**config.mk**
```make
export PLATFORM = sky130hd
export DESIGN_NAME = crpe_ctrl
export DESIGN_NICKNAME = d
export VERILOG_FILES = /design/src/design/catmull_rom_point_eval_macros.svh /design/src/design/crpe_pkg.sv /design/src/design/crpe_ctrl.sv
export SDC_FILE = /design/constraint.sdc
export NUM_CORES = 1
export LEC_CHECK = 0
export ABC_AREA = 1
export BUFFER_PORTS_ARGS = -buffer_cell sky130_fd_sc_hd__buf_2
export CORE_AREA = 2 2 42 44
export CTS_CLUSTER_DIAMETER = 60
export DETAILED_ROUTE_END_ITERATION = 6
export DIE_AREA = 0 0 44 46
export PLACE_DENSITY = 0.69
export SLEW_MARGIN = 20
export SYNTH_ARGS = -nofsm -noshare
export SYNTH_HDL_FRONTEND = slang
export SYNTH_SLANG_ARGS = --single-unit
```
**constraint.sdc**
```tcl
create_clock -name i_clk -period 1.2 [get_ports i_clk]
set_clock_uncertainty 0.05 [all_clocks]
set_input_delay 0 -clock i_clk [delete_from_list [all_inputs] [get_ports i_clk]]
set_output_delay 0 -clock i_clk [all_outputs]
set_load 0.02 [all_outputs]
```
**src/design/catmull_rom_point_eval_macros.svh**
```systemverilog
// Assertion helpers for the Catmull-Rom point evaluator
`ifndef CATMULL_ROM_POINT_EVAL_MACROS_SVH
`define CATMULL_ROM_POINT_EVAL_MACROS_SVH

// Property that holds on every clock out of reset
`define CRPE_ASSERT(lbl, cond) \
    lbl: assert property (@(posedge i_clk) disable iff (!i_rst_n) (cond)) \
        else $error("crpe check failed");

// Implication checked on the same edge
`define CRPE_ASSERT_IMP(lbl, ante, cons) \
    lbl: assert property (@(posedge i_clk) disable iff (!i_rst_n) (ante) |-> (cons)) \
        else $error("crpe implication failed");

`endif

```
**src/design/crpe_pkg.sv**
```systemverilog
`timescale 1ns / 1ps
package crpe_pkg;

    localparam int MAX_POINTS = 256;
    localparam int IDX_W      = $clog2(MAX_POINTS);
    localparam int CNT_W      = IDX_W + 1;
    localparam int T_FRAC     = 16;
    localparam int POS_W      = 24;
    localparam int K_W        = POS_W - T_FRAC;
    localparam int Q_W        = 20;
    localparam int PROD_W     = 32 + Q_W;
    localparam int ACC_W      = PROD_W + 2;

    typedef enum logic [1:0] {
        ST_OK      = 2'd0,
        ST_TOO_FEW = 2'd1,
        ST_RANGE   = 2'd2,
        ST_FULL    = 2'd3
    } t_status;

    typedef enum logic [2:0] {
        S_IDLE,
        S_TT,
        S_TTT,
        S_Q,
        S_MAC,
        S_FIN
    } t_state;

    // controller to datapath
    typedef struct packed {
        logic     load_in;
        logic     append_wr;
        logic     ld_status;
        t_status  status;
        logic     calc_tt;
        logic     calc_ttt;
        logic     calc_q;
        logic     rd_en;
        logic [1:0] rd_idx;
        logic     mul_en;
        logic [1:0] mul_idx;
        logic     acc_clr;
        logic     acc_en;
        logic     ld_result;
    } t_dp_cmd;

    // datapath to controller
    typedef struct packed {
        logic full;
        logic too_few;
        logic out_of_range;
    } t_dp_sts;

endpackage

```
**src/design/crpe_ctrl.sv**
```systemverilog
`timescale 1ns / 1ps
module crpe_ctrl (
    input  logic               i_clk,
    input  logic               i_rst_n,
    input  logic               i_in_valid,
    input  logic               i_in_eval,
    output logic               o_in_ready,
    output logic               o_out_valid,
    input  logic               i_out_ready,
    input  crpe_pkg::t_dp_sts  i_sts,
    output crpe_pkg::t_dp_cmd  o_cmd,
    output crpe_pkg::t_state   o_state
);

    crpe_pkg::t_state r_state, n_state;
    logic [2:0]       r_step, n_step;
    logic             r_out_v, n_out_v;
    logic             w_out_free;
    logic             w_in_fire;

    assign w_out_free = !r_out_v || i_out_ready;
    assign o_in_ready = (r_state == crpe_pkg::S_IDLE) && w_out_free;
    assign w_in_fire  = i_in_valid && o_in_ready;

    // state registers
    always_ff @(posedge i_clk) begin
        if (!i_rst_n) begin
            r_state <= crpe_pkg::S_IDLE;
            r_step  <= '0;
            r_out_v <= 1'b0;
        end else begin
            r_state <= n_state;
            r_step  <= n_step;
            r_out_v <= n_out_v;
        end
    end

    // next state and commands
    always_comb begin
        n_state = r_state;
        n_step  = r_step;
        o_cmd   = '0;
        o_cmd.status = crpe_pkg::ST_OK;
        case (r_state)
            crpe_pkg::S_IDLE: begin
                if (w_in_fire) begin
                    o_cmd.load_in = 1'b1;
                    if (!i_in_eval) begin
                        o_cmd.ld_status = 1'b1;
                        if (i_sts.full) begin
                            o_cmd.status = crpe_pkg::ST_FULL;
                        end else begin
                            o_cmd.append_wr = 1'b1;
                        end
                    end else if (i_sts.too_few) begin
                        o_cmd.ld_status = 1'b1;
                        o_cmd.status    = crpe_pkg::ST_TOO_FEW;
                    end else if (i_sts.out_of_range) begin
                        o_cmd.ld_status = 1'b1;
                        o_cmd.status    = crpe_pkg::ST_RANGE;
                    end else begin
                        n_state = crpe_pkg::S_TT;
                    end
                end
            end
            crpe_pkg::S_TT: begin
                o_cmd.calc_tt = 1'b1;
                n_state = crpe_pkg::S_TTT;
            end
            crpe_pkg::S_TTT: begin
                o_cmd.calc_ttt = 1'b1;
                n_state = crpe_pkg::S_Q;
            end
            crpe_pkg::S_Q: begin
                o_cmd.calc_q  = 1'b1;
                o_cmd.acc_clr = 1'b1;
                n_step  = '0;
                n_state = crpe_pkg::S_MAC;
            end
            crpe_pkg::S_MAC: begin
                // read point j, multiply point j-1, accumulate point j-2
                o_cmd.rd_en   = (r_step < 3'd4);
                o_cmd.rd_idx  = r_step[1:0];
                o_cmd.mul_en  = (r_step >= 3'd1) && (r_step <= 3'd4);
                o_cmd.mul_idx = 2'(r_step - 3'd1);
                o_cmd.acc_en  = (r_step >= 3'd2);
                if (r_step == 3'd5) begin
                    n_state = crpe_pkg::S_FIN;
                end else begin
                    n_step = r_step + 3'd1;
                end
            end
            crpe_pkg::S_FIN: begin
                if (w_out_free) begin
                    o_cmd.ld_result = 1'b1;
                    n_state = crpe_pkg::S_IDLE;
                end
            end
            default: begin
                n_state = crpe_pkg::S_IDLE;
            end
        endcase
    end

    // result beat valid
    always_comb begin
        n_out_v = r_out_v && !i_out_ready;
        if (o_cmd.ld_status || o_cmd.ld_result) begin
            n_out_v = 1'b1;
        end
    end

    assign o_out_valid = r_out_v;
    assign o_state     = r_state;

endmodule

```
==> impl_metrics.yaml, run 1 <==
outcome:
  outcome: "finished with violations"
  violations: "negative setup slack"
finish:
  syn_to_final_growth_pct: 89.44
  regArea_um2: 155.1
  antenna_cells: 0
  drive_above_1_share: 0.5985
  multi_input_area_um2: 449.2
  fin_cells: 149
  final_core_util: 0.6535
  filler_cell_count: 134
  nets: 144
drt:
  routed_wl_um: 1600
  vias: 702
  wl_per_cell_um: 10.74
  drt_iter0_markers: 7
  ant_nets: 0
  via_per_inst: 4.711
  drc: 0
  dr.pass1.iters: 4
worst_setup_path:
  crit_path_start_kind: "register"
  path_buf_inv: 2
  r2r_end: "o_state[0]$_SDFFE_PN0P_"
  r2r_cells: 8
  critPathTopFamily: "flip-flops"
  timing.rr.start: "o_state[1]$_SDFFE_PN0P_"
  crit_chain: "nor2_4 > nand2_4 > nor3_4 > inv_2 > a211oi_4 > buf_6"
  slowest_delay_ns: 0.36
  path_class: "reg -> out"
  crit_fanout: 4
  crit_path_end_kind: "primary output"
  r2r_slack_ns: -0.10
  crit_required_ns: 1.15
  worstPathArrival_ns: 1.37
  cp_slowest_cell: "dfxtp_4"
placement:
  place_congestion: 0.7763
  dpl.cell_count: 139
  place_hpwl_um: 1206
  portBuffers: 29
floorplan:
  core_area_mm2: 0.001614
  io-pin-count: 30
  fp.dieW_um: 44
  rows: 15
  die_height_um: 46
  start_util: 0.3450
  dieArea_mm2: 0.002024
timing:
  period_share: 1.181
  hold_viol: 0
  relSlewSlack: 0.7997
  fmax_mhz: 705.4
  slew_viol_final: 0
  period_needed_ns: 1.418
  hold_ws_ns: 0.04513
  setup_viol: 21
  grt_setup_unrepaired: "true"
  layout_setup_ws_ns: -0.2177
  tightest_slew_ns: 0.2997
power:
  ir_drop_uv: 1018
  p_per_area_mw_per_mm2: 1878
  total_power_uw: 1981
  power_leakage_uw: 0.0005236
grt:
  antenna_found_initial: 0
  grt_pass1_vias: 667
  grt_pass1_wl_um: 2663
  grt_usage: 0.1766
  grt_max_degree: 9
  overflow: 0
logic_synthesis:
  ys_ff_latch: 7
  syn_area_um2: 556.8
  syn_nets: 96
  syn_inst: 85
  synth_warnings: 0
  syn_avg_cell_area_um2: 6.550
  synth_cell_types: 22
  yosysSeqAreaShare: 0.2517
clocking:
  cts_tree: "done"
  clkLatencyLatePin_ns: 0.25
  clockBufferDepth: 2
  cts-htree-levels: 1
  cts_inserted_buffers: 3
  root_buffer: "clkbuf_4"
  clk_pin_slew_worst_paths_ns: 0.06
  numClockSinks: 7
min_path:
  hold_depth: 4
  holdPathEnd: "o_out_valid$_SDFF_PN0_"
  worstHoldStart: "i_out_ready"
  hp-class: "in -> reg"
job:
  cap_violations: 0
worst reg2reg max path: stages, from the launching register on:
cell and delay [ns]:
dfxtp_4 0.36, nor2_4 0.12, buf_4 0.12, buf_4 0.11, nand3_4 0.08, o21ai_2 0.09, inv_2 0.06, a21oi_1 0.13
nor2_1 0.05
sequential cells by signal, summed over array words and instances, names as in the netlist:
name	flops
o_state	3
r_step	3
o_out_valid	1
per-stage QoR:
step | setup WS, ns | setup TNS [ns] | cell area, um2
finish | -0.2177 | -2.113 | 1055
global route | -0.3080 | -4.053 | 1055
CTS | -0.2292 | -2.602 | 975.9
detailed placement | -0.05782 | -0.09837 | 825.8
global placement | -0.02903 | -0.03132 | 825.8
floorplan | -0.1257 | -0.3826 | 599.3
synth_stat cells (all sizes together):
cell    count  share of area
ha          3          0.067
nand2      11          0.083
nand3       9          0.090
dfxtp       7           0.25
nor2       20           0.17
buf         2          0.027
a31oi       1          0.011
a211oi      1          0.022
a221oi      1          0.016
a21oi       4          0.036
o21ai       4          0.043
nor3        3          0.047
o211ai      1          0.013
inv        18           0.12
cells by family (layout without fill, tap and decap cells):
logic type | Yosys count | after routing | synth area share
AND/OR/NAND/NOR | 43 | 43 | 0.3910
adder cells (fa/ha/maj) | 3 | 3 | 0.06742
buffers and inverters | 20 | 67 | 0.1483
flip-flops | 7 | 7 | 0.2517
AO/OA/AOI/OAI | 12 | 12 | 0.1416
layer usage:
layer	global-route usage	vias up	share of wire
met3	0.04762	0	0.041
met2	0.3441	18	0.55
met4	0.03636	0	0
met1	0.1881	321	0.41
li1	-	363	-
met5	0	-	0
timing repair:
| item | in CTS | in global routing |
|---|---|---|
| setup buffers | 5 | 1 |
| resized for setup | 23 | 19 |
| hold buffers | 1 | 0 |
| endpoints found under the setup margin | 21 | 24 |
| pin swaps | 2 | 6 |
| endpoints found under the hold margin | 4 | 0 |
power by group:
part           switching [uW]  internal (uW)  total [uW]  leakage (uW)
Clock                    91.5            127         219     0.0000150
Combinational             755            655        1410      0.000448
Sequential               53.0            300         353     0.0000605
cells in the final DEF, fill, tap and decap left out:
master / instances
o21ai_0: 2
nand2_1: 8
a211oi_4: 1
dlygate4sd3_1: 1
a21oi_1: 4
nand2_2: 1
o211ai_1: 1
ha_4: 1
a31oi_1: 1
clkbuf_4: 3
inv_2: 4
ha_1: 2
inv_1: 14
dfxtp_2: 3
a221oi_2: 1
nor2_4: 4
nor2_1: 14
nand2_4: 2
nand3_2: 3
clkbuf_1: 1
nand3_4: 2
o21ai_2: 2
buf_6: 10
dfxtp_4: 3
buf_4: 17
dfxtp_1: 1
nor3_4: 3
nand3_1: 4
nor2_2: 2
buf_2: 17
worst max-delay path by stage:
stage	start	end	slack (ns)	cells after the start
after CTS	o_state[0]$_SDFFE_PN0P_	o_cmd[5]	-0.23	4
after global placement	r_step[1]$_SDFFE_PN0P_	o_state[0]$_SDFFE_PN0P_	-0.03	8
final	o_state[1]$_SDFFE_PN0P_	o_cmd[13]	-0.22	6
after floorplan	o_state[1]$_SDFFE_PN0P_	o_cmd[13]	-0.13	5
after global routing	o_state[1]$_SDFFE_PN0P_	o_cmd[5]	-0.31	4
after detailed placement	r_step[1]$_SDFFE_PN0P_	o_state[0]$_SDFFE_PN0P_	-0.06	8
final cells by class:
| type | instances | share of cell area |
|---|---|---|
| well taps | 17 | 0.02017 |
| inverters | 18 | 0.06406 |
| flip-flops and latches | 7 | 0.1471 |
| repair buffers | 45 | 0.3179 |
| clock buffers | 4 | 0.02491 |
| multi-input cells | 58 | 0.4259 |
Note: power is estimated with default switching activity, not from simulation.
==> run 2, diff against run 1 <==
- GPL_TIMING_DRIVEN: not set -> 0
==> run 2 against run 1 <==
Net effect:
- the run still ends with negative setup slack left
- utilization is 2.5 points higher
- sequential share of layout area is 0.31 points lower
- worst setup slack worse by 0.022 ns
- sequential cell count stayed put
- total power is 1.7% higher
- cell count stayed put
- combinational power is 3% higher
- clock power is 2% lower
- sequential power hardly changed
- via count is 3.1% higher
- die area stayed put
==> impl_metrics.yaml, run 2 (synthesized netlist as in run 1, its figures left out) <==
outcome:
  outcome: "finished with violations"
  violations: "negative setup slack"
finish:
  filler_cell_count: 130
  antenna_cells: 0
  drive_above_1_share: 0.6667
  syn_to_final_growth_pct: 96.63
  nets: 144
  final_area_mm2: 0.001095
  layout_common_cells: "buf_2 (18), buf_4 (16), nor2_1 (13)"
  final_common_cell: "buf_2"
timing:
  hold_viol: 0
  period_needed_ns: 1.440
  relSlewSlack: 0.8322
  tightest_slew_ns: 0.2508
  hold_ws_ns: 0.1352
  fmax_mhz: 694.7
  setup_viol: 22
  slew_viol_final: 0
  grt_setup_unrepaired: "true"
  layout_setup_ws_ns: -0.2395
  period_share: 1.200
worst_setup_path:
  path_class: "reg -> out"
  crit_path_start_kind: "register"
  crit_fanout: 3
  cp_slowest_cell: "dfxtp_4"
  slowest_delay_ns: 0.35
  crit_chain: "nor2_4 > nand2_4 > nor3_4 > inv_2 > a211oi_4 > buf_6"
  critPathTopFamily: "simple AND/OR/NAND/NOR gates"
  r2r_slack_ns: -0.14
  crit_required_ns: 1.15
  worstPathArrival_ns: 1.39
  path_buf_inv: 2
  crit_path_end_kind: "primary output"
placement:
  dpl_cell_area_um2: 765.7
  place_hpwl_um: 1098
  preCtsSetupSlack_ns: -0.1288
  portBuffers: 29
  place_congestion: 0.7512
drt:
  dr.pass1.iters: 2
  drt_iter0_markers: 2
  via_per_inst: 4.859
  wl_per_cell_um: 11.72
  drc: 0
  ant_nets: 0
  routed_wl_um: 1746
  vias: 724
grt:
  grt_usage: 0.1554
  overflow: 0
  grt_max_degree: 9
  grt_pass1_vias: 615
  antenna_found_initial: 0
  grt_pass1_wl_um: 2346
clocking:
  clk_pin_slew_worst_paths_ns: 0.05
  numClockSinks: 7
  clkLatencyLatePin_ns: 0.25
  cts_inserted_buffers: 3
  cts_tree: "done"
  clockBufferDepth: 2
  root_buffer: "clkbuf_4"
  cts-htree-levels: 1
floorplan:
  rows: 15
  fp.dieW_um: 44
  die_height_um: 46
  dieArea_mm2: 0.002024
  start_util: 0.3450
  io-pin-count: 30
  core_area_mm2: 0.001614
job:
  cap_violations: 0
min_path:
  hp-class: "in -> reg"
power:
  p_per_area_mw_per_mm2: 1840
  ir_drop_uv: 1018
  total_power_uw: 2015
  power_leakage_uw: 0.0005265
==> run 2: timing repair <==
action	CTS	global route
setup endpoints to repair	19	23
pin swaps	3	9
hold buffers	1	0
buffers inserted	7	6
hold endpoints to repair	3	0
resized for setup	22	36
==> run 2: worst reg2reg max path, cell delays in order, from the launching register on <==
cell,delay [ns]
dfxtp_4,0.35
buf_4,0.14
buf_6,0.12
inv_6,0.06
nand3_4,0.10
o21ai_4,0.16
inv_2,0.06
a21oi_1,0.13
nor2_1,0.05
==> run 2: layout make-up <==
class / instances / area [um2] / share of cell area
multi-input combinational: 58 / 484.2 / 0.4423
timing repair buffer: 43 / 317.8 / 0.2903
sequential: 7 / 157.7 / 0.1440
inverter: 18 / 72.57 / 0.06629
clock buffer: 4 / 26.28 / 0.02400
tap: 17 / 21.27 / 0.01943
buffer: 2 / 15.01 / 0.01371
==> run 2: per-stage QoR <==
stage,util,instances,setup TNS (ns)
2_1_floorplan,-,85,-0.3826
3_3_place_gp,0.4744,131,-0.5356
3_5_place_dp,0.4744,131,-0.5194
6_report,0.6783,149,-2.107
5_1_grt,0.6783,149,-3.710
4_1_cts,0.5698,143,-2.427
==> run 2: path summary, 6_finish.rpt <==
path                           start                 endpoint  cells past startpoint
max          o_state[1]$_SDFFE_PN0P_                o_cmd[13]                      6
min                       i_in_valid  o_state[0]$_SDFFE_PN0P_                      5
max reg2reg  o_state[1]$_SDFFE_PN0P_  o_state[0]$_SDFFE_PN0P_                      8
min reg2reg  o_state[2]$_SDFFE_PN0P_   r_step[1]$_SDFFE_PN0P_                      2
==> run 2: where the power goes <==
part           internal (uW)  switching [uW]
logic                    656             791
registers                298            55.2
clock network            127            88.1
total                   1080             934
==> run 2: layer usage <==
| layer | wire length (um) | GRT usage |
|---|---|---|
| met5 | 0 | 0 |
| met4 | 26 | 0.07273 |
| met3 | 88 | 0.02778 |
| met2 | 963 | 0.3265 |
| met1 | 667 | 0.1392 |
==> run 3, diff against run 2 <==
- CELL_PAD_IN_SITES_DETAIL_PLACEMENT: not set -> 1
- CELL_PAD_IN_SITES_GLOBAL_PLACEMENT: not set -> 2
- CORE_AREA: 2 2 42 44 -> 2 2 58 60
- DIE_AREA: 0 0 44 46 -> 0 0 60 62
- PLACE_DENSITY: 0.69 -> not set
- PLACE_DENSITY_LB_ADDON: not set -> 0.1
==> run 3 against run 2 <==
Net effect:
- the flow still finishes with violations (negative setup slack)
- sequential power down 3%
- count of clock-buffer cells in the layout unchanged
- global-route usage down 4.5 points
- total power up 16%
- utilization down 28 points
- wire length up 15%
- worst hold slack worse by 0.055 ns
- sequential cell count unchanged
- critical path depth unchanged
==> impl_metrics.yaml, run 3 (synthesized netlist as in run 1, its figures left out) <==
worst_setup_path:
  crit_chain: "nor2_4 > nand2_4 > nor3_4 > inv_2 > a211oi_4 > buf_6"
  crit_path_end_kind: "primary output"
  path_class: "reg -> out"
  r2r_end: "o_state[0]$_SDFFE_PN0P_"
  startpoint: "o_state[1]$_SDFFE_PN0P_"
  critPathTopFamily: "simple AND/OR/NAND/NOR gates"
  slowest_delay_ns: 0.35
  r2r_slack_ns: -0.20
  crit_fanout: 3
  cp.depth: 6
  worstPathArrival_ns: 1.38
  cp_slowest_cell: "dfxtp_4"
  cp-endpoint: "o_cmd[13]"
  crit_path_start_kind: "register"
  timing.rr.start: "o_state[1]$_SDFFE_PN0P_"
  path_buf_inv: 2
  crit_required_ns: 1.15
  r2r_cells: 8
floorplan:
  die_height_um: 62
  rows: 21
  dieArea_mm2: 0.003720
  io-pin-count: 30
  start_util: 0.1751
  fp.dieW_um: 60
  core_area_mm2: 0.003179
outcome:
  violations: "negative setup slack"
  outcome: "finished with violations"
min_path:
  worstHoldStart: "i_in_valid"
  hp-class: "in -> reg"
timing:
  layout_setup_ws_ns: -0.2323
  hold_viol: 0
  period_needed_ns: 1.432
  slew_viol_final: 0
  grt_setup_unrepaired: "true"
  period_share: 1.194
  setup_viol: 22
  hold_ws_ns: 0.07980
  fmax_mhz: 698.2
  relSlewSlack: 0.8044
  tightest_slew_ns: 0.2930
job:
  cap_violations: 0
grt:
  grt_pass1_vias: 683
  grt_pass1_wl_um: 3063
  overflow: 0
  antenna_found_initial: 0
  grt_usage: 0.1101
  grt_max_degree: 9
finish:
  filler_cell_count: 380
  drive_above_1_share: 0.6739
  antenna_cells: 0
  fin_cells: 184
  nets: 150
  final_area_mm2: 0.001255
  layout_common_cells: "buf_6 (19), buf_4 (18), inv_1 (11), buf_2 (11), nor2_1 (10)"
  syn_to_final_growth_pct: 125.4
  final_common_cell: "buf_6"
clocking:
  clk_pin_slew_worst_paths_ns: 0.06
  clockBufferDepth: 2
  cts_inserted_buffers: 3
  numClockSinks: 7
  cts_tree: "done"
  root_buffer: "clkbuf_4"
  clkLatencyLatePin_ns: 0.25
  cts-htree-levels: 1
drt:
  drt_iter0_markers: 7
  drc: 0
  vias: 742
  ant_nets: 0
  dr.pass1.iters: 4
  via_per_inst: 4.033
  wl_per_cell_um: 10.91
  routed_wl_um: 2008
placement:
  place_congestion: 0.6818
  dpl_cell_area_um2: 802.0
  place_hpwl_um: 1441
  dpl.cell_count: 160
  portBuffers: 29
power:
  ir_drop_uv: 463.2
  total_power_uw: 2337
  power_leakage_uw: 0.0005657
  p_per_area_mw_per_mm2: 1862
[run 3: cell count changes in the layout (fill, tap and decap cells not counted), moves of 3 or more]
cell     previous run  this run
nand2_2             4         1
nor2_1             13        10
buf_6              10        19
buf_2              18        11
[run 3: power by group]
part           internal [uW]  switching, uW  leakage, uW
Clock                    127           93.6    0.0000150
Combinational            878            894     0.000490
Sequential               297           46.9    0.0000608
[run 3: area by class of cell]
cell class                 instances  area [um2]  area share
timing repair buffer              49       430.4      0.3430
tap                               46       57.56     0.04586
sequential                         7       157.7      0.1256
clock buffer                       4       26.28     0.02094
multi-input combinational         58       489.2      0.3898
inverter                          18       75.07     0.05982
buffer                             2       18.77     0.01496
[run 3: layer usage]
layer  track usage  routed length [um]
met4       0.04762                  13
met5             0                   0
met1        0.1281                 779
met2        0.1957                1130
met3       0.02277                  85
[run 3: worst register-to-register path, stage by stage, from the launching register on]
cell and delay, ns:
dfxtp_4 0.35, nor2_4 0.14, buf_4 0.16, buf_4 0.13
nand3_4 0.09, o21ai_2 0.09, inv_1 0.07, a21oi_1 0.16
nor2_1 0.06
[run 3: what timing repair did]
action,in CTS,in global routing
hold buffers,1,0
setup endpoints to repair,21,24
buffers inserted,14,5
hold endpoints to repair,2,0
pin swaps,7,7
gates resized for setup,51,26
[run 3: how the worst min path moves through the flow]
stage | to | cells past startpoint
finish | o_state[2]$_SDFFE_PN0P_ | 5
global route | o_state[2]$_SDFFE_PN0P_ | 5
CTS | o_out_valid$_SDFF_PN0_ | 4
detailed placement | o_state[0]$_SDFFE_PN0P_ | 3
global placement | o_state[0]$_SDFFE_PN0P_ | 3
floorplan | o_cmd[13] | 1
[run 3: stage by stage]
step / setup WS [ns] / setup TNS (ns) / utilization
2_1_floorplan: -0.1257 / -0.3826 / -
3_3_place_gp: -0.1800 / -0.7834 / 0.2523
3_5_place_dp: -0.2071 / -0.8718 / 0.2523
4_1_cts: -0.3001 / -2.479 / 0.3503
5_1_grt: -0.3174 / -3.984 / 0.3947
6_report: -0.2323 / -2.338 / 0.3947
